===== src/rtl/ftidp_pkg.sv =====
`timescale 1ns / 1ps
`default_nettype none

package ftidp_pkg;

   // fixed field widths at the ports
   localparam int KIND_W   = 2;
   localparam int COUNT_W  = 11;
   localparam int INDEX_W  = 16;
   localparam int FIDX_W   = 10;
   localparam int TRACK_W  = 32;

   // width of the per-entry frame tags that stand in for the clear of
   // the link and used marks
   localparam int EPOCH_W  = 8;

   localparam logic [KIND_W-1:0] KIND_BEGIN   = 2'd0;
   localparam logic [KIND_W-1:0] KIND_MATCH   = 2'd1;
   localparam logic [KIND_W-1:0] KIND_FEATURE = 2'd2;

   typedef enum logic [1:0] {
      ST_CLEAR,
      ST_IDLE,
      ST_READ,
      ST_EXEC
   } ftidp_state_type;

   typedef struct packed {
      logic capture;
      logic exec;
      logic sweep;
   } ftidp_cmd_type;

   typedef struct packed {
      logic sweep_last;
      logic wrap;
   } ftidp_status_type;

endpackage

`default_nettype wire


===== src/rtl/ftidp_ctrl.sv =====
`timescale 1ns / 1ps
`default_nettype none

module ftidp_ctrl
   import ftidp_pkg::*;
(
   input  wire logic             clock,
   input  wire logic             reset,
   input  wire logic             start,
   output logic                  busy,
   output ftidp_cmd_type         cmd,
   input  wire ftidp_status_type status
);

   ftidp_state_type state_ff, state_in;

   always_ff @(posedge clock) begin
      if (reset) begin
         state_ff <= ST_CLEAR;
      end else begin
         state_ff <= state_in;
      end
   end

   always_comb begin
      state_in = state_ff;
      case (state_ff)
         ST_CLEAR: begin
            if (status.sweep_last) begin
               state_in = ST_IDLE;
            end
         end
         ST_IDLE: begin
            if (start) begin
               state_in = ST_READ;
            end
         end
         ST_READ: begin
            state_in = ST_EXEC;
         end
         ST_EXEC: begin
            // tag wrap on a begin: scrub that class before the next transfer
            state_in = status.wrap ? ST_CLEAR : ST_IDLE;
         end
         default: begin
            state_in = ST_CLEAR;
         end
      endcase
   end

   always_comb begin
      busy        = 1'b1;
      cmd.capture = 1'b0;
      cmd.exec    = 1'b0;
      cmd.sweep   = 1'b0;
      case (state_ff)
         ST_CLEAR: begin
            cmd.sweep = 1'b1;
         end
         ST_IDLE: begin
            busy        = 1'b0;
            cmd.capture = start;
         end
         ST_READ: begin
         end
         ST_EXEC: begin
            cmd.exec = 1'b1;
         end
         default: begin
         end
      endcase
   end

endmodule

`default_nettype wire


===== config.mk =====
export PLATFORM = sky130hd
export DESIGN_NAME = ftidp_ctrl
export DESIGN_NICKNAME = d
export VERILOG_FILES = /design/src/rtl/ftidp_pkg.sv /design/src/rtl/ftidp_ctrl.sv
export SDC_FILE = /design/constraint.sdc
export NUM_CORES = 1
export LEC_CHECK = 0
export BUFFER_PORTS_ARGS = -buffer_cell sky130_fd_sc_hd__buf_2
export CAP_MARGIN = 10
export CORE_AREA = 8 8 45 47
export CTS_CLUSTER_DIAMETER = 120
export DETAILED_ROUTE_END_ITERATION = 10
export DIE_AREA = 0 0 53 55
export GPL_TIMING_DRIVEN = 0
export PLACE_DENSITY = 0.33
export SYNTH_ARGS = -nofsm -noshare
export SYNTH_HDL_FRONTEND = slang
export SYNTH_SLANG_ARGS = --single-unit

===== constraint.sdc =====
create_clock -name clock -period 1.3 [get_ports clock]
set_input_delay 0.195 -clock clock [delete_from_list [all_inputs] [get_ports clock]]
set_output_delay 0.195 -clock clock [all_outputs]
set_load 0.02 [all_outputs]

==> flow_summary_export.csv <==
group,metric,value,unit
status,status,"completed",
floorplan,io_pins,9,
setup_path,r2r-start,"state_ff[0]",
global_route,antenna_found_initial,0,
sta,fin_crit,1280,ps
detailed_routing,drc,0,
power,irDropWorstVdd,0.925,mV
floorplan,die_w,53,um
flow_run,maxCapViolations,0,
layout,final_cell_mix,"7 x buf_2, 3 x inv_1, 3 x clkbuf_4",
detailed_routing,post_drt_wl_per_cell,9.83,um
synth,syn_inst,19,
clock_tree,cts_tree,"yes",
global_route,grtUsageTotal,3.76,%
detailed_routing,dr.pass1.iters,2,
sta,relSlewSlack,82.5,%
synth,ys_types,13,
sta,setup_ws,19.6,ps
clock_tree,clkTransAtPathRegs,30,ps
detailed_routing,vias_per_cell,3.74,
detailed_routing,drt_iter0_markers,3,
layout,fillerInstances,163,
sta,final-hold-violation-count,0,
clock_tree,cts_sinks,2,
power,power_leakage,0.129,nW
clock_tree,cts-root-buf,"clkbuf_4",
layout,area.growth.synth_to_final,63.8,%
sta,min_period_over_period,98.5,%
detailed_routing,detail-route-antenna-nets,0,
clock_tree,clk_latency,220,ps
floorplan,die-area,2920,um^2
placed_design,gp_congestion,0.709,
floorplan,coreArea,1380,um^2
power,power_density,2360,nW/um^2
sta,setup_viol,0,
layout,regArea,41.3,um^2
setup_path,endpoint_kind,"output port",
clock_tree,cts_max_level,1,
sta,fin_skew,0.158,ps
sta,rsz0062_at_grt,"yes",
floorplan,die_y,55,um
global_route,grt_pass1_vias,192,
setup_path,cp-startpoint,"state_ff[1]",
setup_path,rr_endpoint,"state_ff[0]",
detailed_routing,vias,176,
worst_hold_path,min_path_type,"in -> reg",
placed_design,pre_cts_ws,32.7,ps
global_route,overflow,0,
setup_path,cp.required,1110,ps
layout,largest_register,"state_ff",
sta,tns,0,ps
setup_path,crit_fanout,3,
sta,max_freq,0.781,GHz
layout,largest_registers,"state_ff (2)",
clock_tree,cts_buffers,3,
layout,layout-drive-gt1-share,61.3,%
setup_path,crit_arrival,1090,ps
floorplan,initial_utilization,12.7,%
synth,syn_area,176,um^2
layout,multi_input_area,136,um^2
setup_path,rrSetupSlack,100,ps
synth,ys_seq_area_share,22.7,%
global_route,grt_max_degree,6,
layout,layout_commonest_cell,"buf_2",
clock_tree,clock_path_buffers,2,
setup_path,critPathKind,"reg -> out",
synth,ys_seq_elements,2,
synth,post_synth.cell_area_avg,9.29,um^2
global_route,grt_pass1_wl,738,um
synth,syn_nets,27,
setup_path,cp-start-kind,"register",
sta,drv_slew,0,
setup_path,critical_path.endpoint,"cmd[2]",
layout,antenna_cells,0,
placed_design,hpwl,358,um
layout,nets,41,
floorplan,fp-row-count,14,
placed_design,io_buffer_count,8,
detailed_routing,wl,462,um
sta,worstMarginPinSlew,262,ps
synth,yosys_warnings,0,
layout,largest_reg_flops,2,
setup_path,worstRegToRegCells,4,
## cell families after synthesis
| family | after synthesis | synth area share [%] |
|---|---|---|
| buffers and inverters | 4 | 8.51 |
| adder cells (fa/ha/maj) | 3 | 21.3 |
| AO/OA/AOI/OAI | 5 | 23.4 |
| AND/OR/NAND/NOR | 5 | 24.1 |
| flip-flops | 2 | 22.7 |
## layout make-up
class                   instances  area share [%]
clock buffers                   3            7.79
inverters                       4            5.19
multi-input cells              13            47.2
flip-flops and latches          2            14.3
well taps                      16            6.93
repair buffers                  9            18.6
## Yosys cell counts
master,n,area share (%)
inv_1,4,8.5
ha_1,3,21
dfxtp_1,2,23
a2111oi_2,1,8.5
a211oi_1,1,4.3
a21oi_1,1,2.8
and2_2,1,4.3
and2b_1,1,4.3
nand2b_1,1,3.5
nand3b_1,1,4.3
nor2b_4,1,7.8
o21ai_0,1,2.8
o221ai_1,1,5.0
## worst min path at each step
stage | depth (start not counted) | endpoint | slack, ps | start
6_report | 2 | state_ff[1] | 140 | reset
5_1_grt | 2 | state_ff[1] | 150 | reset
4_1_cts | 2 | state_ff[1] | 140 | reset
3_5_place_dp | 2 | state_ff[1] | 380 | reset
3_3_place_gp | 2 | state_ff[1] | 380 | reset
2_1_floorplan | 1 | state_ff[1] | 260 | reset
## metrics by stage
stage / total power (W) / instances / hold slack (ps) / area (um^2) / utilization (%)
2_1_floorplan: 0.000375 / 19 / 264 / 176 / -
5_1_grt: 0.000748 / 47 / 150 / 289 / 20.9
4_1_cts: 0.000642 / 46 / 136 / 272 / 19.6
6_report: 0.000683 / 47 / 145 / 289 / 20.9
3_3_place_gp: 0.000469 / 43 / 381 / 236 / 17.1
3_5_place_dp: 0.000465 / 43 / 383 / 236 / 17.1
## critical path: stages, from the launching register on
cell     delay (ps)
dfxtp_2         340
inv_2            50
ha_2            170
and2_2          170
buf_6           130
## timing repair
item | in CTS | in global routing
endpoints found under the setup margin | 3 | 3
pin swaps | 0 | 1
gates resized for setup | 6 | 1
buffers inserted | 0 | 1
hold endpoints to repair | 0 | 0
hold buffers | 0 | 0
## where the power goes
part	internal (W)	switching [W]
clock network	0.000102	0.0000354
registers	0.0000934	0.0000261
logic	0.000202	0.000224
total	0.000397	0.000286
## per-layer routing
metal	vias up	GRT usage, %	share of wire (%)
met1	81	3.48	40
met3	0	2.41	11
li1	90	-	-
met2	5	4.88	49
met5	-	0	0
met4	0	5.17	0
Note: power is estimated with default switching activity, not from simulation.
